[src/hdl/sbus_pkg.sv]
`default_nettype none
// ----------------------------------------------------------------------------
// sbus_pkg
// Shared constants and types of the SBUS frame decoder.
// ----------------------------------------------------------------------------
package sbus_pkg;

    localparam int FRAME_BYTES = 25;
    localparam int FLAGS_AT    = FRAME_BYTES - 2;
    localparam int END_AT      = FRAME_BYTES - 1;
    localparam int DATA_BYTES  = FRAME_BYTES - 3;
    localparam int DATA_BITS   = DATA_BYTES * 8;
    localparam int CNT_W       = $clog2(FRAME_BYTES + 1);

    localparam int RAW_W       = 11;
    localparam int ANALOG_CH   = 16;
    localparam int CH_W        = 5;
    localparam int VAL_W       = 18;
    localparam int GAIN_W      = 18;
    localparam int FRAC_SHIFT  = 12;

    localparam logic [7:0] START_BYTE = 8'h0F;
    localparam int FLAG_CH17_BIT = 0;
    localparam int FLAG_CH18_BIT = 1;
    localparam int FLAG_LOST_BIT = 2;
    localparam int FLAG_FAIL_BIT = 3;

    localparam logic [VAL_W-1:0] ONE_Q4 = VAL_W'(16);

    localparam logic [CH_W-1:0] LAST_ANALOG = CH_W'(ANALOG_CH - 1);
    localparam logic [CH_W-1:0] LAST_DIGITAL = CH_W'(ANALOG_CH + 1);

    // Register indexes on the configuration port.
    localparam logic [1:0] REG_GAP    = 2'd0;
    localparam logic [1:0] REG_OFFSET = 2'd1;
    localparam logic [1:0] REG_GAIN   = 2'd2;

    localparam logic [7:0]        GAP_RESET    = 8'd4;
    localparam logic [RAW_W-1:0]  OFFSET_RESET = 11'd240;
    localparam logic [GAIN_W-1:0] GAIN_RESET   = 18'd83645;

    typedef enum logic [2:0] {
        ST_IDLE,
        ST_MUL,
        ST_RND,
        ST_DIG,
        ST_FS
    } sbus_state_t;

endpackage
`default_nettype wire

[src/hdl/sbus_frame_decoder.sv]
`default_nettype none
// ----------------------------------------------------------------------------
// sbus_frame_decoder
// SBUS receiver frame decoder with channel scaling to signed Q14.4.
// ----------------------------------------------------------------------------
// Usage: each input transaction carries one received byte and the tick count
// at which it arrived. A gap above gap_limit ticks restarts framing. After the
// 25th byte of a frame with a zero end byte, the block emits either one status
// transaction (failsafe frame) or eighteen channel transactions, the last one
// marked by m_tlast.
// Bytes are taken one per cycle while the sequencer is idle, also while a
// finished result still waits on m_tready. After a channel frame completes the
// input stalls while each of the sixteen analog channels passes through the
// shared multiply and round unit (ST_MUL, then ST_RND), each digital channel
// through ST_DIG, and a failsafe frame through ST_FS. A stalled receiver holds
// the output register and the sequencer waits. Reset clears framing, the tick
// of the last byte, the active flag and output valid, and loads the register
// defaults; frame bytes are not cleared. The user must write registers over
// the APB port while idle; the block does not enforce it.
// ----------------------------------------------------------------------------
module sbus_frame_decoder (
    input  wire logic        aclk,
    input  wire logic        aresetn,
    // APB configuration port
    input  wire logic        psel,
    input  wire logic        penable,
    input  wire logic        pwrite,
    input  wire logic [3:0]  paddr,
    input  wire logic [31:0] pwdata,
    output logic [31:0]      prdata,
    output logic             pready,
    // Input stream
    input  wire logic        s_tvalid,
    output logic             s_tready,
    input  wire logic [39:0] s_tdata,   // rx_byte[7:0], now_tick[39:8]
    // Result stream
    output logic             m_tvalid,
    input  wire logic        m_tready,
    output logic [23:0]      m_tdata,   // channel[4:0], value[22:5], zero[23]
    output logic [3:0]       m_tuser,   // frame_lost, failsafe, status_only, active
    output logic             m_tlast
);

    localparam int CW = sbus_pkg::CNT_W;
    localparam int VW = sbus_pkg::VAL_W;
    localparam int HW = sbus_pkg::CH_W;

    sbus_pkg::sbus_state_t state_reg, state_next;

    // Configuration registers
    logic [7:0]                    gap_limit_reg;
    logic [sbus_pkg::RAW_W-1:0]    offset_reg;
    logic [sbus_pkg::GAIN_W-1:0]   gain_reg;
    logic                          cfg_wr;

    // Framing state
    logic [CW-1:0]                 byte_count_reg, byte_count_next;
    logic [31:0]                   last_time_reg, last_time_next;
    logic                          active_reg, active_next;
    logic [sbus_pkg::DATA_BITS-1:0] bits_reg, bits_next;
    logic [7:0]                    flags_reg, flags_next;
    logic                          lost_reg, lost_next;
    logic [HW-1:0]                 ch_idx_reg, ch_idx_next;

    // Output register
    logic                          out_valid_reg, out_valid_next;
    logic [HW-1:0]                 out_ch_reg, out_ch_next;
    logic [VW-1:0]                 out_val_reg, out_val_next;
    logic                          out_lost_reg, out_lost_next;
    logic                          out_fs_reg, out_fs_next;
    logic                          out_st_reg, out_st_next;
    logic                          out_act_reg, out_act_next;
    logic                          out_last_reg, out_last_next;

    logic [7:0]                    rx_byte;
    logic [31:0]                   now_tick;
    logic [31:0]                   gap;
    logic [CW-1:0]                 cnt_eff;
    logic [CW-1:0]                 wr_idx;
    logic                          s_fire;
    logic                          out_free;
    logic                          mul_en;
    logic signed [VW-1:0]          scaled;

    assign rx_byte  = s_tdata[7:0];
    assign now_tick = s_tdata[39:8];
    assign s_fire   = s_tvalid && (state_reg == sbus_pkg::ST_IDLE);
    assign out_free = !out_valid_reg || m_tready;
    assign mul_en   = (state_reg == sbus_pkg::ST_MUL);

    // ---------------- Configuration port ----------------
    assign pready = 1'b1;
    assign cfg_wr = psel && penable && pwrite && pready;

    always_ff @(posedge aclk) begin
        if (!aresetn) begin
            gap_limit_reg <= sbus_pkg::GAP_RESET;
            offset_reg    <= sbus_pkg::OFFSET_RESET;
            gain_reg      <= sbus_pkg::GAIN_RESET;
        end else if (cfg_wr) begin
            unique case (paddr[3:2])
                sbus_pkg::REG_GAP:    gap_limit_reg <= pwdata[7:0];
                sbus_pkg::REG_OFFSET: offset_reg    <= pwdata[sbus_pkg::RAW_W-1:0];
                sbus_pkg::REG_GAIN:   gain_reg      <= pwdata[sbus_pkg::GAIN_W-1:0];
                default: ;
            endcase
        end
    end

    always_comb begin
        unique case (paddr[3:2])
            sbus_pkg::REG_GAP:    prdata = {24'd0, gap_limit_reg};
            sbus_pkg::REG_OFFSET: prdata = {{(32 - sbus_pkg::RAW_W){1'b0}}, offset_reg};
            sbus_pkg::REG_GAIN:   prdata = {{(32 - sbus_pkg::GAIN_W){1'b0}}, gain_reg};
            default:              prdata = 32'd0;
        endcase
    end

    // ---------------- Shared scaling unit ----------------
    sbus_scale u_scale (
        .aclk   (aclk),
        .mul_en (mul_en),
        .raw    (bits_reg[sbus_pkg::RAW_W-1:0]),
        .offset (offset_reg),
        .gain   (gain_reg),
        .value  (scaled)
    );

    // ---------------- Sequencer ----------------
    always_ff @(posedge aclk) begin
        if (!aresetn) begin
            state_reg      <= sbus_pkg::ST_IDLE;
            byte_count_reg <= '0;
            last_time_reg  <= '0;
            active_reg     <= 1'b0;
            out_valid_reg  <= 1'b0;
            ch_idx_reg     <= '0;
        end else begin
            state_reg      <= state_next;
            byte_count_reg <= byte_count_next;
            last_time_reg  <= last_time_next;
            active_reg     <= active_next;
            out_valid_reg  <= out_valid_next;
            ch_idx_reg     <= ch_idx_next;
        end
    end

    always_ff @(posedge aclk) begin
        bits_reg     <= bits_next;
        flags_reg    <= flags_next;
        lost_reg     <= lost_next;
        out_ch_reg   <= out_ch_next;
        out_val_reg  <= out_val_next;
        out_lost_reg <= out_lost_next;
        out_fs_reg   <= out_fs_next;
        out_st_reg   <= out_st_next;
        out_act_reg  <= out_act_next;
        out_last_reg <= out_last_next;
    end

    always_comb begin
        state_next      = state_reg;
        byte_count_next = byte_count_reg;
        last_time_next  = last_time_reg;
        active_next     = active_reg;
        bits_next       = bits_reg;
        flags_next      = flags_reg;
        lost_next       = lost_reg;
        ch_idx_next     = ch_idx_reg;
        out_valid_next  = out_valid_reg && !m_tready;
        out_ch_next     = out_ch_reg;
        out_val_next    = out_val_reg;
        out_lost_next   = out_lost_reg;
        out_fs_next     = out_fs_reg;
        out_st_next     = out_st_reg;
        out_act_next    = out_act_reg;
        out_last_next   = out_last_reg;
        s_tready        = 1'b0;

        gap     = now_tick - last_time_reg;
        cnt_eff = (gap > {24'd0, gap_limit_reg}) ? '0 : byte_count_reg;
        wr_idx  = (cnt_eff >= CW'(sbus_pkg::FRAME_BYTES)) ? '0 : cnt_eff;

        unique case (state_reg)
            sbus_pkg::ST_IDLE: begin
                s_tready = 1'b1;
                if (s_fire) begin
                    last_time_next = now_tick;
                    if (cnt_eff == '0 && rx_byte != sbus_pkg::START_BYTE) begin
                        byte_count_next = '0;
                    end else begin
                        byte_count_next = wr_idx + CW'(1);
                        // Data bytes shift in from the top, so byte 1 ends up
                        // in the lowest bits and channel 0 in bits 10:0.
                        if (wr_idx >= CW'(1) && wr_idx <= CW'(sbus_pkg::DATA_BYTES)) begin
                            bits_next = {rx_byte, bits_reg[sbus_pkg::DATA_BITS-1:8]};
                        end
                        if (wr_idx == CW'(sbus_pkg::FLAGS_AT)) begin
                            flags_next = rx_byte;
                        end
                        if (wr_idx == CW'(sbus_pkg::END_AT)) begin
                            byte_count_next = '0;
                            lost_next = flags_reg[sbus_pkg::FLAG_LOST_BIT];
                            if (rx_byte == 8'd0) begin
                                if (flags_reg[sbus_pkg::FLAG_FAIL_BIT]) begin
                                    state_next = sbus_pkg::ST_FS;
                                end else begin
                                    active_next = 1'b1;
                                    ch_idx_next = '0;
                                    state_next  = sbus_pkg::ST_MUL;
                                end
                            end
                        end
                    end
                end
            end
            sbus_pkg::ST_MUL: begin
                state_next = sbus_pkg::ST_RND;
            end
            sbus_pkg::ST_RND: begin
                if (out_free) begin
                    out_valid_next = 1'b1;
                    out_ch_next    = ch_idx_reg;
                    out_val_next   = scaled;
                    out_lost_next  = lost_reg;
                    out_fs_next    = 1'b0;
                    out_st_next    = 1'b0;
                    out_act_next   = 1'b1;
                    out_last_next  = 1'b0;
                    bits_next      = bits_reg >> sbus_pkg::RAW_W;
                    ch_idx_next    = ch_idx_reg + HW'(1);
                    state_next     = (ch_idx_reg == sbus_pkg::LAST_ANALOG) ?
                                     sbus_pkg::ST_DIG : sbus_pkg::ST_MUL;
                end
            end
            sbus_pkg::ST_DIG: begin
                if (out_free) begin
                    out_valid_next = 1'b1;
                    out_ch_next    = ch_idx_reg;
                    out_val_next   = flags_reg[ch_idx_reg[0]] ? sbus_pkg::ONE_Q4 : '0;
                    out_lost_next  = lost_reg;
                    out_fs_next    = 1'b0;
                    out_st_next    = 1'b0;
                    out_act_next   = 1'b1;
                    out_last_next  = (ch_idx_reg == sbus_pkg::LAST_DIGITAL);
                    ch_idx_next    = ch_idx_reg + HW'(1);
                    if (ch_idx_reg == sbus_pkg::LAST_DIGITAL) begin
                        state_next = sbus_pkg::ST_IDLE;
                    end
                end
            end
            sbus_pkg::ST_FS: begin
                if (out_free) begin
                    out_valid_next = 1'b1;
                    out_ch_next    = '0;
                    out_val_next   = '0;
                    out_lost_next  = lost_reg;
                    out_fs_next    = active_reg;
                    out_st_next    = 1'b1;
                    out_act_next   = active_reg;
                    out_last_next  = 1'b1;
                    state_next     = sbus_pkg::ST_IDLE;
                end
            end
            default: begin
                state_next = sbus_pkg::ST_IDLE;
            end
        endcase
    end

    assign m_tvalid = out_valid_reg;
    assign m_tdata  = {1'b0, out_val_reg, out_ch_reg};
    assign m_tuser  = {out_act_reg, out_st_reg, out_fs_reg, out_lost_reg};
    assign m_tlast  = out_last_reg;

    // ---------------- Assertions ----------------
    a_busy_not_ready: assert property (@(posedge aclk) disable iff (!aresetn)
        (state_reg != sbus_pkg::ST_IDLE) |-> !s_tready)
        else $error("input ready while the sequencer is busy");

    a_status_is_last: assert property (@(posedge aclk) disable iff (!aresetn)
        (m_tvalid && out_st_reg) |-> (m_tlast && out_ch_reg == '0))
        else $error("status transaction not alone in its frame");

    a_channel_range: assert property (@(posedge aclk) disable iff (!aresetn)
        m_tvalid |-> (out_ch_reg <= sbus_pkg::LAST_DIGITAL))
        else $error("channel number out of range");

    a_channel_active: assert property (@(posedge aclk) disable iff (!aresetn)
        (m_tvalid && !out_st_reg) |-> (out_act_reg && active_reg && !out_fs_reg))
        else $error("channel transaction without active flag");

    a_hold_stable: assert property (@(posedge aclk) disable iff (!aresetn)
        (m_tvalid && !m_tready) |=> (m_tvalid && $stable(m_tdata) &&
                                     $stable(m_tuser) && $stable(m_tlast)))
        else $error("result changed while the receiver stalled");

endmodule
`default_nettype wire

[src/hdl/sbus_scale.sv]
`default_nettype none
// ----------------------------------------------------------------------------
// sbus_scale
// Shared scaling unit: (raw - offset) * gain, registered, then rounded to
// nearest with halves away from zero and saturated to signed Q14.4.
// ----------------------------------------------------------------------------
module sbus_scale (
    input  wire logic                              aclk,
    input  wire logic                              mul_en,
    input  wire logic [sbus_pkg::RAW_W-1:0]        raw,
    input  wire logic [sbus_pkg::RAW_W-1:0]        offset,
    input  wire logic [sbus_pkg::GAIN_W-1:0]       gain,
    output logic signed [sbus_pkg::VAL_W-1:0]      value
);

    localparam int D_W = sbus_pkg::RAW_W + 1;
    localparam int P_W = D_W + sbus_pkg::GAIN_W + 1;
    localparam int Q_W = P_W - sbus_pkg::FRAC_SHIFT;

    localparam logic [P_W-1:0] HALF = P_W'(1) << (sbus_pkg::FRAC_SHIFT - 1);
    localparam logic [Q_W-1:0] POS_MAX = Q_W'((1 << (sbus_pkg::VAL_W - 1)) - 1);
    localparam logic [Q_W-1:0] NEG_MAX = Q_W'(1 << (sbus_pkg::VAL_W - 1));

    logic signed [D_W-1:0] diff;
    logic signed [P_W-1:0] prod_reg;
    logic [P_W-1:0]        mag;
    logic [P_W-1:0]        mag_rnd;
    logic [Q_W-1:0]        quot;
    logic [Q_W-1:0]        quot_sat;
    logic                  neg;

    assign diff = $signed({1'b0, raw}) - $signed({1'b0, offset});

    always_ff @(posedge aclk) begin
        if (mul_en) begin
            prod_reg <= diff * $signed({1'b0, gain});
        end
    end

    always_comb begin
        neg     = prod_reg[P_W-1];
        mag     = neg ? P_W'(-prod_reg) : P_W'(prod_reg);
        mag_rnd = mag + HALF;
        quot    = mag_rnd[P_W-1:sbus_pkg::FRAC_SHIFT];
        if (neg) begin
            quot_sat = (quot > NEG_MAX) ? NEG_MAX : quot;
            value    = sbus_pkg::VAL_W'(-quot_sat);
        end else begin
            quot_sat = (quot > POS_MAX) ? POS_MAX : quot;
            value    = sbus_pkg::VAL_W'(quot_sat);
        end
    end

endmodule
`default_nettype wire
[config.mk]
export PLATFORM = sky130hd
export DESIGN_NAME = sbus_frame_decoder
export DESIGN_NICKNAME = d
export VERILOG_FILES = /design/src/hdl/sbus_pkg.sv /design/src/hdl/sbus_frame_decoder.sv /design/src/hdl/sbus_scale.sv
export SDC_FILE = /design/constraint.sdc
export NUM_CORES = 1
export LEC_CHECK = 0
export ABC_AREA = 1
export BUFFER_PORTS_ARGS = -buffer_cell sky130_fd_sc_hd__buf_2
export CAP_MARGIN = 20
export CORE_UTILIZATION = 55
export DETAILED_ROUTE_END_ITERATION = 7
export GPL_TIMING_DRIVEN = 0
export HOLD_SLACK_MARGIN = 0.12
export PLACE_DENSITY = 0.73
export SYNTH_ARGS = -nofsm -noshare
export SYNTH_HDL_FRONTEND = slang
export SYNTH_SLANG_ARGS = --single-unit
export TNS_END_PERCENT = 50
[constraint.sdc]
create_clock -name aclk -period 14.7 [get_ports aclk]
set_clock_uncertainty 0.05 [all_clocks]
set_input_delay 0 -clock aclk [delete_from_list [all_inputs] [get_ports aclk]]
set_output_delay 0 -clock aclk [all_outputs]
set_load 0.01 [all_outputs]
======== Word-level counts from Yosys, hierarchy flattened ========
Cells that the tools add are included.
word-level totals
  flip-flop bits (word level) ............. 324
  output and inout bits ................... 64
  input port bits ......................... 83
  logic and storage cells ................. 144
operators by class
  order comparisons ....................... 7
  add/subtract/negate cells ............... 7
  bitwise logic cells ..................... 2
  multiply operators ...................... 1
  reduce and logical (&&, ||, !) cells .... 32
  multiplexer cells ....................... 53
  equal/unequal tests ..................... 22
operators with widths
  operator                                                                           number
  176-bit two-way mux                                                                4
  176-bit one-hot mux with 2 select lines                                            1
  18-bit two-way mux                                                                 6
  18-bit one-hot mux with 3 select lines                                             2
  5-bit two-way mux                                                                  13
  32-bit by 8-bit greater-than comparator with 1-bit output                          1
  32-bit subtractor                                                                  1
  31-bit by 12-bit adder with 31-bit output, second input constant                   1
  12-bit by 19-bit multiplier with 31-bit output                                     1
  31-bit two-way mux                                                                 1
  31-bit negator                                                                     1
  3-bit two-way mux                                                                  9
  5-bit one-hot mux with 2 select lines                                              2
  19-bit by 17-bit greater-than comparator with 1-bit output, second input constant  1
  19-bit by 18-bit greater-than comparator with 1-bit output, second input constant  1
  18-bit negator                                                                     1
  5-bit equality test, second input constant                                         3
  3-bit one-hot mux with 5 select lines                                              1
  2-bit != test, second input constant                                               7
  4-bit AND reduction                                                                3
  11-bit by 11-bit subtractor with 12-bit output                                     1
  5-bit by 1-bit adder with 5-bit output, second input constant                      2
  2-bit AND reduction                                                                5
  1-bit two-way mux                                                                  9
  other kinds (32)                                                                   47

======== Depth between registers and ports, before layout ========
  depth in word-level cells ............... 11
  mapped depth ............................ 43
  depth with buffers taken out ............ 42

======== Modules after synthesis ========
Synthesis repeated with hierarchy kept, for this count alone.
unflattened totals
  cells, all modules ...................... 3,288
  area total of the unflattened synthesis .. 25,634.6 um^2
modules (own cells, without submodules)
  module              times used  sequential area each (um^2)  cells an instance  area each (um^2)
  sbus_frame_decoder  1           7,957.6                      1,833              15,079.5
  sbus_scale          1           930.9                        1,455              10,555.1

======== Worst setup path before layout ========
No wires, ideal clock.
  path kind ............................... register -> register
  start ................................... reg last_time_reg[0]
  end ..................................... reg bits_reg[0] (netlist bit) (enable)
  setup time .............................. 771 ps
  setup slack ............................. 2,084 ps
  cell stages (with the launch flop) ...... 29
  arrival ................................. 11,795 ps
  path buffers ............................ 0
  data required time ...................... 13,879 ps
  clock period less this slack ............ 12,616 ps
  path through ............................ dfxtp_1 > ha_1 > fa_1 > nand3b_1 > nand2_1 > a21oi_2 > xnor2_1 > ha_1 > nand2_1 > nor2_1 > nand3_1 > o21ai_0 > nand3b_1 > nor2_1 > nand3_1 > nor2_1 > nand2_1 > nor2_2 > nand2_2 > inv_2 > nand2_1 > nor2_1 > ha_1 > inv_1 > nand2_1 > nor2_1 > nand3_1 > nand3_1 > a21oi_1
on the way
  cells in the longest elaborated chain, start to end .. 9
  elaborated cells between the ends (all ways) .. 13
  classes of those cells .................. 1 x add/sub; 4 x order compare; 2 x eq/ne; 2 x mux; 4 x reduce/logical
RTL lines
  what                                                                                                     RTL line                   RTL
  start, declared                                                                                          sbus_frame_decoder.sv:58   logic [31:0] last_time_reg, last_time_next;
  start signal, assigned                                                                                   sbus_frame_decoder.sv:141  last_time_reg <= last_time_next;
  32-bit subtractor *                                                                                      sbus_frame_decoder.sv:180  gap = now_tick - last_time_reg;
  32-bit by 8-bit greater-than comparator with 1-bit output *                                              sbus_frame_decoder.sv:181  cnt_eff = (gap > {24'd0, gap_limit_reg}) ? '0 : byte_count_reg;
  5-bit two-way mux *                                                                                      sbus_frame_decoder.sv:181
  5-bit >= comparator                                                                                      sbus_frame_decoder.sv:182  wr_idx = (cnt_eff >= CW'(sbus_pkg::FRAME_BYTES)) ? '0 : cnt_eff;
  5-bit two-way mux                                                                                        sbus_frame_decoder.sv:182
  5-bit by 1-bit >= comparator with 1-bit output / 5-bit less-or-equal comparator (equally long branches)  sbus_frame_decoder.sv:195  if (wr_idx >= CW'(1) && wr_idx <= CW'(sbus_pkg::DATA_BYTES)) begin
  1-bit logical AND                                                                                        sbus_frame_decoder.sv:195
  2-bit by 1-bit != test with 1-bit output (no source line)                                                --
  5-bit AND reduction (no source line) *                                                                   --
  end signal, assigned                                                                                     sbus_frame_decoder.sv:149  bits_reg <= bits_next;
  end, declared                                                                                            sbus_frame_decoder.sv:60   logic [sbus_pkg::DATA_BITS-1:0] bits_reg, bits_next;
Every way passes the cells marked *; elsewhere a longest branch is shown, timed or not.
A chain may end at the register's enable or synchronous reset.

======== Worst setup path after layout ========
  start ................................... reg bits_reg[1] (netlist bit)
  end ..................................... reg u_scale.prod_reg[29], data pin
on the way
  cells in the longest elaborated chain, start to end .. 2
RTL lines
  what                                            RTL line          RTL
  11-bit by 11-bit subtractor with 12-bit output  sbus_scale.sv:32  assign diff = $signed({1'b0, raw}) - $signed({1'b0, offset});
  12-bit by 19-bit multiplier with 31-bit output  sbus_scale.sv:36  prod_reg <= diff * $signed({1'b0, gain});
  end signal, assigned                            sbus_scale.sv:36
  end, declared                                   sbus_scale.sv:25  logic signed [P_W-1:0] prod_reg;
Every way passes these cells.

==> qor.yml <==
status: "finished, final reports clean"
hp-start: "s_tdata[1]"
cts_tree: "yes"
rrSetupSlack_ns: 5.96
num-nets-final: 3762
drc: 0
area_growth_syn_to_layout_pct: 15.3
grtUsageTotal: 0.289
hpwl_um: 50100
fillers: 3866
maxCapViolCount: 0
n_antenna_cell: 0
largest_reg_flops: 176
slew_viol_final: 0
grt_pass1_wl_um: 107000
p_clk_frac: 0.314
holdPathStages: 2
die_h_um: 214
ctsLongestPathBuffers: 3
p_int_mw: 2.02
power_frac_seq: 0.333
setup_viol: 0
required_ns: 15.01
yosysTopAreaCellShare: 0.291
use_met3: 0.0349
p_sw_mw: 1.10
start_kind: "flop"
syn_inst: 3096
start_util: 0.559
cpPeakStageDelay_ns: 0.56
worstReg2RegEnd: "u_scale.prod_reg[29]$_DFFE_PP_"
cts_setup_buffers: 0
rows: 77
mostFrequentLayoutCells: "nand2_1, inv_1, nor2_1"
drt_first_pass_iters: 5
cts_made_buffers: 39
clock_latency_ns: 0.58
grt_pass1_vias: 21100
coreArea_um2: 44300
hold_violations: 0
yosysWarnings: 0
power_density_nw_per_um2: 109
p_sw_frac: 0.352
ys_types: 55
r2r-start: "bits_reg[1]$_DFFE_PP_"
design_area_um2: 28500
io_pins: 147
r2r_cells: 37
arrival_ns: 9.05
path_class: "reg -> reg"
synth_area_per_cell_um2: 8.00
synth_edf_count: 240
use_met2: 0.507
cp_common_cell: "a21oi_1"
power_frac_comb: 0.353
netlist_area_um2: 24800
period_minus_slack_ns: 8.74
fin_total_pwr_mw: 3.12
io_buffers: 113
antenna_found_initial: 0
postPlaceCellArea_um2: 26300
tightestPinTransition_ns: 1.01
hold_path_class: "in -> reg"
crit_slowest_cell: "nor2_2"
synth.top_cells.by_area: "edfxtp_1, nand2_1, fa_1"
path_clk_slew_ns: 0.06
relSlewSlack: 0.319
grt_max_degree: 32
grt-busiest-layer: "met2"
htree_levels: 2
first_iter_violations: 1744
ant_nets: 0
path_max_fanout: 10
cp-end-kind: "flop"
die_width_um: 214
ys_ff_latch: 324
vias: 21300
gr-total-overflow: 0
fin_crit_sh: 0.594
die_area_um2: 45900
met1_usage: 0.368
yosysTopAreaCell: "edfxtp_1"
wire_per_inst_um: 16.4
ir_worst_vdd_v: 0.000169
min_to: "flags_reg[1]$_DFFE_PP_"
vias_per_cell: 5.33
async_reset_ff_frac: 0
rsz0062_at_grt: "false"
ys_seq_area_frac: 0.359
cts_num_sinks: 324
gp_congestion: 0.983
final_common_cell: "nand2_1"
synthFlopType: "edfxtp_1"
cts_root_buffer: "clkbuf_16"
drive_above_1_share: 0.0839
p_leak_nw: 13.4
max_freq_ghz: 0.114
wl_um: 65500
[cells in the mapped netlist (3+ instances only)]
cell type,number
nor3_1,14
nand3b_1,19
ha_1,147
nand3_2,4
o31ai_1,3
o221ai_1,9
nor2_1,249
a21o_1,5
a31oi_1,4
clkinv_1,7
buf_2,5
o21a_1,4
o22ai_1,3
clkbuf_1,84
nor2_2,13
o21bai_1,10
dfxtp_1,84
nor2_4,5
xor2_1,32
o21ai_0,126
buf_1,6
nand4_1,17
buf_4,20
inv_2,11
a21boi_0,5
xnor2_1,20
o211ai_1,21
o21ai_1,14
nand3_1,76
or2_2,8
nand2_2,20
fa_1,163
a21oi_1,152
edfxtp_1,240
inv_1,460
nand2_1,1005
nor4_1,7
[worst max path at each step]
stage / start / endpoint / slack [ns] / cells after the start
after floorplan: last_time_reg[0]$_SDFFE_PN0P_ / bits_reg[0]$_DFFE_PP_ / 2.08 / 28
after global placement: last_time_reg[0]$_SDFFE_PN0P_ / bits_reg[81]$_DFFE_PP_ / -1.83 / 28
after detailed placement: bits_reg[1]$_DFFE_PP_ / u_scale.prod_reg[29]$_DFFE_PP_ / 6.10 / 37
after CTS: bits_reg[1]$_DFFE_PP_ / u_scale.prod_reg[29]$_DFFE_PP_ / 6.08 / 37
after global routing: offset_reg[1]$_SDFFE_PN0P_ / u_scale.prod_reg[28]$_DFFE_PP_ / 5.38 / 36
final: bits_reg[1]$_DFFE_PP_ / u_scale.prod_reg[29]$_DFFE_PP_ / 5.96 / 37
[worst max-delay path, delay by kind of cell, from the launching register on]
kind                     cells  cell delay (ns)
AO/OA/AOI/OAI               10             2.14
XOR/XNOR                     1             0.26
adder cells (fa/ha/maj)      7             3.20
buffers and inverters        5             0.59
flip-flops                   1             0.43
AND/OR/NAND/NOR             14             1.87
[per-stage QoR]
stage	setup TNS [ns]	hold WS [ns]	setup WS [ns]	util	instances
after floorplan	0	0.0489	2.08	-	3110
after global placement	-320.45	0.168	-1.83	0.589	3815
after detailed placement	0	0.171	6.10	0.594	3824
after CTS	0	0.131	6.08	0.644	3989
after global routing	0	0.134	5.38	0.644	3990
final	0	0.152	5.96	0.644	3990
[metal layers]
metal  up-vias  routed length (um)
li1      10300                   -
met1     10100               27300
met2       706               32400
met3       142                3590
met4         0                2260
met5         -                   0
[layout make-up]
type / count / area [um2] / share of cell area
buffer: 117 / 539 / 0.0189
clock buffer: 45 / 1010 / 0.0353
clock inverter: 25 / 262 / 0.00916
inverter: 478 / 1790 / 0.0629
multi-input combinational: 2191 / 13600 / 0.477
sequential: 324 / 8890 / 0.311
tap: 592 / 741 / 0.0260
timing repair buffer: 218 / 1690 / 0.0594
[repair_timing]
item,CTS,global route
endpoints found under the hold margin,96,0
hold buffers,95,0
gates resized for setup,0,0
setup endpoints to repair,0,0
[logic make-up (layout without fill, tap and decap cells)]
logic type               count (synthesis)  count (layout)  share of synthesized area
other                                    2              16                   0.000303
buffers and inverters                  595             883                     0.0942
XOR/XNOR                                53              53                     0.0191
adder cells (fa/ha/maj)                310             310                      0.206
flip-flops                             324             324                      0.359
AND/OR/NAND/NOR                       1444            1444                      0.238
AO/OA/AOI/OAI                          368             368                     0.0836
[power by group through the flow]
stage,combinational (mW),sequential [mW],clock [mW]
3_5_place_dp,1.08,1.06,0
6_report,1.10,1.04,0.978
5_1_grt,1.23,1.04,1.02
4_1_cts,1.10,1.04,0.991
2_1_floorplan,0.771,1.06,0
3_3_place_gp,1.04,1.06,0
Power figures use the tool's default switching activity.
